==> src/design/pjwh_pkg.sv <==
// Package for the PJW string hash bucket core.
// Holds widths, constants, the state encoding and the hash update function.
// No dependencies.
package pjwh_pkg;

  localparam int unsigned HashW       = 32;
  localparam int unsigned TableW      = 31;
  localparam int unsigned ByteW       = 8;
  localparam int unsigned StepShift   = 4;
  localparam int unsigned FoldShift   = 24;
  localparam int unsigned QueueDepth  = 2;
  localparam int unsigned QueuePtrW   = $clog2(QueueDepth);
  localparam int unsigned QueueCntW   = $clog2(QueueDepth + 1);
  localparam int unsigned DivCntW     = $clog2(HashW);

  localparam logic [HashW-1:0]  HashTopMask    = 32'hF000_0000;
  localparam logic [TableW-1:0] TableSizeReset = 31'd1024;

  localparam int unsigned RegTableSize = 0;

  typedef logic [HashW-1:0] hash_t;

  typedef enum logic [2:0] {
    BackIdle = 3'b001,
    BackDiv  = 3'b010,
    BackDone = 3'b100
  } back_state_e;

  typedef struct packed {
    logic  push;
    hash_t data;
  } queue_wr_t;

  function automatic hash_t pjw_update(hash_t h, logic [ByteW-1:0] b);
    hash_t s;
    hash_t top;
    s   = (h << StepShift) + hash_t'(b);
    top = s & HashTopMask;
    if (top != '0) begin
      s = s ^ (top >> FoldShift) ^ top;
    end
    return s;
  endfunction

endpackage

==> src/design/pjwh_front.sv <==
// Front part: takes key bytes and keeps the running PJW hash.
// Sends the finished hash to the queue on a zero byte. Uses pjwh_pkg.
module pjwh_front (
  input  logic                     clk_i,
  input  logic                     rst_ni,
  input  logic                     accept_i,
  input  logic [pjwh_pkg::ByteW-1:0] key_byte_i,
  output pjwh_pkg::queue_wr_t      wr_o
);

  pjwh_pkg::hash_t hash_q, hash_d;

  always_comb begin
    hash_d       = hash_q;
    wr_o.push    = 1'b0;
    wr_o.data    = hash_q;
    if (accept_i) begin
      if (key_byte_i != '0) begin
        hash_d = pjwh_pkg::pjw_update(hash_q, key_byte_i);
      end else begin
        hash_d    = '0;
        wr_o.push = 1'b1;
      end
    end
  end

  always_ff @(posedge clk_i or negedge rst_ni) begin
    if (!rst_ni) begin
      hash_q <= '0;
    end else begin
      hash_q <= hash_d;
    end
  end

endmodule

==> src/design/pjwh_queue.sv <==
// Short queue of finished hashes between the front and back parts.
// Register based, depth from pjwh_pkg.
module pjwh_queue (
  input  logic                clk_i,
  input  logic                rst_ni,
  input  pjwh_pkg::queue_wr_t wr_i,
  input  logic                pop_i,
  output logic                full_o,
  output logic                empty_o,
  output pjwh_pkg::hash_t     data_o
);

  pjwh_pkg::hash_t                       mem_q [pjwh_pkg::QueueDepth];
  logic [pjwh_pkg::QueuePtrW-1:0]        wr_ptr_q, rd_ptr_q;
  logic [pjwh_pkg::QueueCntW-1:0]        cnt_q;
  logic                                  do_wr, do_rd;

  assign full_o  = (cnt_q == pjwh_pkg::QueueCntW'(pjwh_pkg::QueueDepth));
  assign empty_o = (cnt_q == '0);
  assign data_o  = mem_q[rd_ptr_q];
  assign do_wr   = wr_i.push && !full_o;
  assign do_rd   = pop_i && !empty_o;

  always_ff @(posedge clk_i) begin
    if (do_wr) begin
      mem_q[wr_ptr_q] <= wr_i.data;
    end
  end

  always_ff @(posedge clk_i or negedge rst_ni) begin
    if (!rst_ni) begin
      wr_ptr_q <= '0;
      rd_ptr_q <= '0;
      cnt_q    <= '0;
    end else begin
      if (do_wr) begin
        wr_ptr_q <= (wr_ptr_q == pjwh_pkg::QueuePtrW'(pjwh_pkg::QueueDepth - 1)) ?
                    '0 : wr_ptr_q + 1'b1;
      end
      if (do_rd) begin
        rd_ptr_q <= (rd_ptr_q == pjwh_pkg::QueuePtrW'(pjwh_pkg::QueueDepth - 1)) ?
                    '0 : rd_ptr_q + 1'b1;
      end
      if (do_wr && !do_rd) begin
        cnt_q <= cnt_q + 1'b1;
      end else if (do_rd && !do_wr) begin
        cnt_q <= cnt_q - 1'b1;
      end
    end
  end

endmodule

==> src/design/pjwh_back.sv <==
// Back part: bit-serial restoring modulo of the hash by the table size,
// one quotient bit a cycle, and the result register. Uses pjwh_pkg.
module pjwh_back (
  input  logic                        clk_i,
  input  logic                        rst_ni,
  input  logic                        q_empty_i,
  input  pjwh_pkg::hash_t             q_data_i,
  output logic                        q_pop_o,
  input  logic [pjwh_pkg::TableW-1:0] num_buckets_i,
  input  logic                        pop_i,
  output logic                        empty_o,
  output logic [pjwh_pkg::TableW-1:0] bucket_index_o,
  output pjwh_pkg::hash_t             raw_hash_o
);

  pjwh_pkg::back_state_e              state_q, state_d;
  pjwh_pkg::hash_t                    dvd_q, dvd_d;
  pjwh_pkg::hash_t                    hash_q, hash_d;
  logic [pjwh_pkg::TableW-1:0]        rem_q, rem_d;
  logic [pjwh_pkg::DivCntW-1:0]       cnt_q, cnt_d;
  logic                               res_valid_q, res_valid_d;
  logic [pjwh_pkg::TableW-1:0]        res_bucket_q, res_bucket_d;
  pjwh_pkg::hash_t                    res_hash_q, res_hash_d;
  logic [pjwh_pkg::TableW:0]          rem_sh;
  logic                               res_pop, res_free;

  assign empty_o        = !res_valid_q;
  assign bucket_index_o = res_bucket_q;
  assign raw_hash_o     = res_hash_q;
  assign res_pop        = pop_i && res_valid_q;
  assign res_free       = !res_valid_q || res_pop;
  assign rem_sh         = {rem_q, dvd_q[pjwh_pkg::HashW-1]};

  always_comb begin
    state_d      = state_q;
    dvd_d        = dvd_q;
    hash_d       = hash_q;
    rem_d        = rem_q;
    cnt_d        = cnt_q;
    res_valid_d  = res_valid_q && !res_pop;
    res_bucket_d = res_bucket_q;
    res_hash_d   = res_hash_q;
    q_pop_o      = 1'b0;
    case (state_q)
      pjwh_pkg::BackIdle: begin
        if (!q_empty_i) begin
          q_pop_o = 1'b1;
          dvd_d   = q_data_i;
          hash_d  = q_data_i;
          rem_d   = '0;
          cnt_d   = '0;
          state_d = pjwh_pkg::BackDiv;
        end
      end
      pjwh_pkg::BackDiv: begin
        if (rem_sh >= {1'b0, num_buckets_i}) begin
          rem_d = pjwh_pkg::TableW'(rem_sh - {1'b0, num_buckets_i});
        end else begin
          rem_d = pjwh_pkg::TableW'(rem_sh);
        end
        dvd_d = dvd_q << 1;
        cnt_d = cnt_q + 1'b1;
        if (cnt_q == pjwh_pkg::DivCntW'(pjwh_pkg::HashW - 1)) begin
          state_d = pjwh_pkg::BackDone;
        end
      end
      pjwh_pkg::BackDone: begin
        if (res_free) begin
          res_valid_d  = 1'b1;
          res_bucket_d = (num_buckets_i == '0) ? '0 : rem_q;
          res_hash_d   = hash_q;
          state_d      = pjwh_pkg::BackIdle;
        end
      end
      default: begin
        state_d = pjwh_pkg::BackIdle;
      end
    endcase
  end

  always_ff @(posedge clk_i) begin
    dvd_q        <= dvd_d;
    hash_q       <= hash_d;
    rem_q        <= rem_d;
    res_bucket_q <= res_bucket_d;
    res_hash_q   <= res_hash_d;
  end

  always_ff @(posedge clk_i or negedge rst_ni) begin
    if (!rst_ni) begin
      state_q     <= pjwh_pkg::BackIdle;
      cnt_q       <= '0;
      res_valid_q <= 1'b0;
    end else begin
      state_q     <= state_d;
      cnt_q       <= cnt_d;
      res_valid_q <= res_valid_d;
    end
  end

endmodule

==> src/design/pjw_string_hash_bucket_core.sv <==
// PJW string hash bucket core: front hash, result queue, back modulo, APB register.
// A terminating zero byte's hash is written to the queue, popped by the back part, put
// through the 32-step bit-serial modulo and loaded into the free result register. Key
// bytes are taken one per cycle; the back part takes a new key only once it has loaded
// the last result, and the input stalls while the two-entry queue is full.
// Reset clears the running hash, the queue and the result register; bucket count is 1024.
module pjw_string_hash_bucket_core (
  input  logic                        clk_i,
  input  logic                        rst_ni,
  input  logic                        push,
  output logic                        full,
  input  logic [pjwh_pkg::ByteW-1:0]  key_byte_i,
  output logic                        empty,
  input  logic                        pop,
  output logic [pjwh_pkg::TableW-1:0] bucket_index_o,
  output logic [pjwh_pkg::HashW-1:0]  raw_hash_o,
  input  logic                        psel,
  input  logic                        penable,
  input  logic                        pwrite,
  input  logic [1:0]                  paddr,
  input  logic [31:0]                 pwdata,
  output logic [31:0]                 prdata,
  output logic                        pready
);

  logic [pjwh_pkg::TableW-1:0] num_buckets_q;
  pjwh_pkg::queue_wr_t         q_wr;
  logic                        q_full, q_empty, q_pop;
  pjwh_pkg::hash_t             q_data;
  logic                        in_accept;

  assign pready    = 1'b1;
  assign prdata    = {1'b0, num_buckets_q};
  assign full      = q_full;
  assign in_accept = push && !q_full;

  always_ff @(posedge clk_i or negedge rst_ni) begin
    if (!rst_ni) begin
      num_buckets_q <= pjwh_pkg::TableSizeReset;
    end else if (psel && penable && pwrite && pready &&
                 (paddr == 2'(pjwh_pkg::RegTableSize * 4))) begin
      num_buckets_q <= pwdata[pjwh_pkg::TableW-1:0];
    end
  end

  pjwh_front u_front (
    .clk_i      (clk_i),
    .rst_ni     (rst_ni),
    .accept_i   (in_accept),
    .key_byte_i (key_byte_i),
    .wr_o       (q_wr)
  );

  pjwh_queue u_queue (
    .clk_i   (clk_i),
    .rst_ni  (rst_ni),
    .wr_i    (q_wr),
    .pop_i   (q_pop),
    .full_o  (q_full),
    .empty_o (q_empty),
    .data_o  (q_data)
  );

  pjwh_back u_back (
    .clk_i          (clk_i),
    .rst_ni         (rst_ni),
    .q_empty_i      (q_empty),
    .q_data_i       (q_data),
    .q_pop_o        (q_pop),
    .num_buckets_i  (num_buckets_q),
    .pop_i          (pop),
    .empty_o        (empty),
    .bucket_index_o (bucket_index_o),
    .raw_hash_o     (raw_hash_o)
  );

endmodule
==> config.mk <==
export PLATFORM = sky130hd
export DESIGN_NAME = pjw_string_hash_bucket_core
export DESIGN_NICKNAME = d
export VERILOG_FILES = /design/src/design/pjwh_pkg.sv /design/src/design/pjwh_front.sv /design/src/design/pjwh_queue.sv /design/src/design/pjwh_back.sv /design/src/design/pjw_string_hash_bucket_core.sv
export SDC_FILE = /design/constraint.sdc
export NUM_CORES = 1
export LEC_CHECK = 0
export ABC_AREA = 1
export BUFFER_PORTS_ARGS = -buffer_cell sky130_fd_sc_hd__buf_4
export CORE_MARGIN = 5
export CORE_UTILIZATION = 31
export CTS_BUF_LIST = sky130_fd_sc_hd__clkbuf_16
export DETAILED_ROUTE_END_ITERATION = 6
export PLACE_DENSITY_LB_ADDON = 0.25
export SLEW_MARGIN = 5
export SYNTH_ARGS = -nofsm -noshare
export SYNTH_HDL_FRONTEND = slang
export SYNTH_HIERARCHICAL = 1
export SYNTH_SLANG_ARGS = --single-unit
==> constraint.sdc <==
create_clock -name clk_i -period 4.2 [get_ports clk_i]
set_input_delay 0.63 -clock clk_i [delete_from_list [all_inputs] [get_ports clk_i]]
set_output_delay 0.63 -clock clk_i [all_outputs]
set_load 0.03 [all_outputs]
* Yosys cells after proc, flatten, opt, wreduce, memory -nomap -nowiden
Memories as Yosys holds them, arrays and structs flattened.
Cells that the tools add are included.
W data, S select, Z words.
** Word-level totals
- Bits in registers :: 234
- Bits in writable memories :: 64
- Output and inout port bits :: 98
- Word-level logic and storage cells :: 86
- Memories :: 1
** Cells by class
- Add/subtract/negate cells :: 7
- Magnitude comparators :: 1
- Equality and inequality tests :: 8
- Muxes and demuxes :: 25
- Bitwise gates (word level) :: 3
- Reduce and logical (&&, ||, !) cells :: 28
** Memory list
- u_queue.mem_q :: depth 2, bits a word 32, read ports 1, clocked after memory_dff 0, wr ports 1, RTL line pjwh_queue.sv:13 : pjwh_pkg::hash_t mem_q [pjwh_pkg::QueueDepth];
** Operators with widths (count)
- $mux W32 :: 3
- $pmux W32 S2 :: 1
- $mux W31 :: 2
- $pmux W31 S2 :: 1
- $add A32 B8 Y32 :: 1
- $ge A32 B31 Y1 :: 1
- $reduce_bool A32 Y1 :: 1
- $xor A32 B32 Y32 :: 1
- $xor A32 B8 Y32 :: 1
- $logic_not A31 Y1 :: 1
- $sub A31 B31 Y31 :: 1
- $logic_and A1 B1 Y1 :: 10
- $mux W1 :: 10
- $pmux W5 S2 :: 1
- $mux W3 :: 3
- $pmux W3 S3 :: 1
- $reduce_bool A8 Y1 :: 1
- $logic_not A1 Y1 :: 6
- $reduce_and A2 Y1 :: 3
- $add A5 B1 Y5 const B :: 1
- $eq A5 B5 Y1 const B :: 1
- $mux W5 :: 1
- $logic_not A2 Y1 :: 2
- $mux W2 :: 2
- other kinds (13) :: 16

* Longest topological paths before layout
- Word-level depth :: 9
- Gate-level depth with buffers :: 16

* Cells and area by module
The synthesis kept the hierarchy.
** Modules (own cells, without submodules)
- pjwh_back :: times used 1, cells an instance 1045, area each 9038.7 um^2, seq. area each 4971.0 um^2
- pjwh_queue :: times used 1, cells an instance 199, area each 2558.7 um^2, seq. area each 2021.9 um^2
- pjwh_front :: times used 1, cells an instance 309, area each 2094.5 um^2, seq. area each 800.8 um^2
- pjw_string_hash_bucket_core :: times used 1, cells an instance 144, area each 1261.2 um^2, seq. area each 777.0 um^2

* Least setup slack after synthesis
No wires, ideal clock.
- Path kind :: input-to-reg
- Start :: in pop
- End :: reg u_back.res_bucket_q, in the netlist u_back/bucket_index_o[0], enable pin
- Arrival time :: 3.326 ns
- Data required time :: 3.716 ns
- Path slack :: 0.390 ns
- Stages :: 2
- Cell sequence :: nor2_1 > nor2_1
** Between the ends
- Longest elaborated chain between the ends :: 3
** RTL lines
- start: declaration :: RTL line pjw_string_hash_bucket_core.sv:14 : input logic pop,
- $logic_and A1 B1 Y1 :: RTL line pjwh_back.sv:30 : assign res_pop = pop_i && res_valid_q;
- $logic_or A1 B1 Y1 :: RTL line pjwh_back.sv:31 : assign res_free = !res_valid_q || res_pop;
- $reduce_and A2 Y1 (no line)
- end signal: assignment :: RTL line pjwh_back.sv:85 : res_bucket_q <= res_bucket_d;
- end: declaration :: RTL line pjwh_back.sv:22 : logic [pjwh_pkg::TableW-1:0] res_bucket_q, res_bucket_d;
No other way between the ends.
A chain may end at the register's enable or synchronous reset.

* Final worst setup path
- Start :: reg num_buckets_q[1] (netlist bit)
- End :: reg u_back.res_bucket_q, in the netlist u_back/bucket_index_o[0], data pin
** Between the ends
- Longest elaborated chain between the ends :: 1
** RTL lines
- start: declaration :: RTL line pjw_string_hash_bucket_core.sv:26 : logic [pjwh_pkg::TableW-1:0] num_buckets_q;
- start signal: assignment :: RTL line pjw_string_hash_bucket_core.sv:39 : num_buckets_q <= pjwh_pkg::TableSizeReset;
- start signal: assignment :: RTL line pjw_string_hash_bucket_core.sv:42 : num_buckets_q <= pwdata[pjwh_pkg::TableW-1:0];
- $logic_not A31 Y1 :: RTL line pjwh_back.sv:70 : res_bucket_d = (num_buckets_i == '0) ? '0 : rem_q;
No other way between the ends.

==> impl_metrics.py <==
metrics = {
    "setup_path": {
        "rr_startpoint": "num_buckets_q[1]$_DFFE_PN0P_",
        "cp-startpoint": "num_buckets_q[1]$_DFFE_PN0P_",
        "crit_fanout": 22,
        "end_kind": "flip-flop",
        "critPathKind": "reg2reg",
        "cp.arrival_ns": 3.23,
        "critPathRequiredTime_ns": 4.48,
        "start_kind": "flip-flop",
    },
    "sta": {
        "fin_crit_ns": 2.95,
        "setup_viol": 0,
        "skew_ns": 0.0159,
        "relSlewSlack_pct": 35.9,
        "hold_violations": 0,
        "rsz0062_at_grt": "false",
        "fin_hold_ws_ns": 0.194,
        "setup_slack_ns": 1.25,
        "post-route-period-util_pct": 70.3,
        "worst_pin_slew_ns": 0.959,
        "setup_tns_ns": 0,
        "report.final.slew_viol_count": 0,
        "max_freq_ghz": 0.339,
    },
    "logic_synthesis": {
        "synth_fp_nets": 1786,
        "synth_compound_area_share_pct": 2.89,
        "synth.distinct_cells": 46,
        "syn-cell-area_sq_um": 15000,
        "synth-xor-area-share_pct": 1.35,
        "synthSimpleGateAreaFrac_pct": 27.3,
        "synth_top_family_by_area": "simple AND/OR/NAND/NOR gates",
        "ys_warn_count": 6,
        "synth_fa_ha_area_share_pct": 3.45,
        "ys_seq_area_share_pct": 57.3,
        "avgSynthCellArea_sq_um": 8.81,
        "synth_top_area_share_pct": 44.6,
        "synth_cells": 1697,
        "synthMuxAreaShare_pct": 0,
        "yosys.area.top_type": "edfxtp_1",
        "ys_ff_latch": 298,
        "synthTopCellsByArea": "edfxtp_1 (45%), nand2_1 (15%), dfrtp_1 (12%)",
    },
    "global_routing": {
        "grtUsageTotal_pct": 14.9,
        "top_usage_layer": "met2",
        "antenna_found_initial": 0,
        "grt_max_degree": 65,
        "use_met1_pct": 18.7,
        "grt_pass1_vias": 11201,
        "met3_usage_pct": 2.22,
        "grt_remaining_overflow": 0,
        "grt_pass1_wl_um": 62600,
        "grtUsageMet2_pct": 26.4,
    },
    "clock_network": {
        "cts_max_level": 2,
        "clock-sinks": 298,
        "clk_latency_ns": 0.54,
        "hold_buffers": 0,
        "cts_buffer_depth": 3,
        "cts_made_buffers": 35,
        "cts_tree": "done",
        "cts_resized": 0,
        "cts.clk_slew.worst_paths_ns": 0.06,
        "postCtsSetupBuffers": 0,
        "clockRootBuffer": "clkbuf_16",
    },
    "placement": {
        "dp.cells": 2427,
        "portBuffers": 143,
        "dpl-instance-area_sq_um": 16700,
        "gp_congestion": 0.886,
        "dp_slack_ns": 1.16,
        "dp_hpwl_um": 29100,
    },
    "detailed_routing": {
        "drt-total-wl_um": 39600,
        "ant_nets": 0,
        "remaining_drc_errors": 0,
        "wl_per_cell_um": 15.9,
        "drt_iter0_drc": 656,
        "dr.pass1.iters": 4,
        "vias_per_cell": 4.51,
        "num_vias": 11222,
    },
    "layout": {
        "fin_nets": 1938,
        "final_area_sq_um": 17800,
        "area_growth_pct": 19.0,
        "drive_gt1_share_pct": 14.5,
        "stdcell_count": 2490,
        "diodes": 0,
        "layout_common_cells": "nand2_1 (609), inv_1 (243), edfxtp_1 (222)",
        "final_common_cell": "nand2_1",
        "fin_util_pct": 37.3,
    },
    "floorplanning": {
        "rows": 80,
        "io_pins": 147,
        "core_area_sq_um": 47700,
        "die_area_sq_um": 52700,
        "die_w_um": 230,
        "initial_utilization_pct": 31.3,
        "die_h_um": 230,
    },
    "power": {
        "clkPwrFrac_pct": 21.0,
        "power.density_nw_per_um2": 767,
        "p_switching_mw": 5.76,
        "irDropWorstVdd_mv": 0.297,
        "p_int_mw": 7.88,
        "swShare_pct": 42.2,
        "fin_total_pwr_mw": 13.6,
        "pwr-share-comb_pct": 42.2,
        "seqPwrFrac_pct": 36.8,
        "leakage_nw": 8.22,
    },
    "run_status": {
        "outcome": "finished clean",
    },
    "job": {
        "drv_cap": 0,
    },
    "min_path": {
        "hold_path_class": "in2async",
    },
}
state kept, by name, summed over array words and instances, names as in the netlist, 2 cells and up:
name	cells
u_back/bucket_index_o	31
u_back/cnt_q	5
u_queue/mem_q	64
u_back/raw_hash_o	32
u_queue/cnt_q	2
num_buckets_q	31
u_back/rem_q	31
u_front/hash_q	32
u_back/hash_q	32
u_back/state_q	3
u_back/dvd_q	32
synth_stat cells (all sizes together):
cell and number:
nand3 111, o21ai 45, conb 2, a22o 2
clkbuf 12, nand3b 3, clkinv 1, ha 38
nor4 5, edfxtp 222, nor2 199, and2 2
nand2 622, nand4 13, a21oi 22, xnor2 6
fa 2, xor2 17, dfrtp 74, buf 30
inv 239, or2 3, o22ai 6, o21bai 4
nor3 15, dfstp 2
critical path, stage by stage (launching register included):
cell,delay [ns]
dfrtp_1,0.44
nor4_1,0.80
nand3_1,0.17
nor4_2,0.77
buf_4,0.39
nor2_1,0.09
power by group through the flow:
stage	combinational (mW)	sequential (mW)	clock, mW
detailed placement	5.82	5.09	0
global route	6.54	5.14	3.08
finish	5.76	5.03	2.86
CTS	5.85	5.04	2.96
global placement	5.78	5.06	0
floorplan	4.00	5.13	0
per-layer routing:
metal	share of wire (%)	wire, um
met1	43	17000
met2	50	19900
met3	3.8	1490
met4	3.1	1220
met5	0	0
final cells by class:
class / instances / area, sq um
fill: 4835 / 30000
sequential: 298 / 8570
multi-input combinational: 1117 / 5270
timing repair buffer: 157 / 1190
inverter: 240 / 906
clock buffer: 36 / 901
tap: 615 / 769
clock inverter: 27 / 181
logic make-up (layout without fill, tap and decap cells):
logic type               count (synthesis)  count (layout)
flip-flops                             298             298
XOR/XNOR                                23              23
AO/OA/AOI/OAI                           79              79
other                                    2               2
buffers and inverters                  282             460
adder cells (fa/ha/maj)                 40              40
AND/OR/NAND/NOR                        973             973
path summary, 6_finish.rpt:
kind	to	slack, ns	cells past startpoint
worst max-delay path	u_back/bucket_index_o[0]$_SDFFCE_PN0P_	1.25	5
worst min-delay path	u_front/hash_q[4]$_DFFE_PN0P_	0.19	1
worst max register to register	u_back/bucket_index_o[0]$_SDFFCE_PN0P_	1.25	5
worst min register to register	u_back/raw_hash_o[23]$_DFFE_PP_	0.41	0
max in group asynchronous	u_back/state_q[0]$_DFFE_PN1P_	3.10	2
min in group clk_i	u_back/res_valid_q$_DFF_PN0_	0.28	2
(Power assumes the default switching activity.)
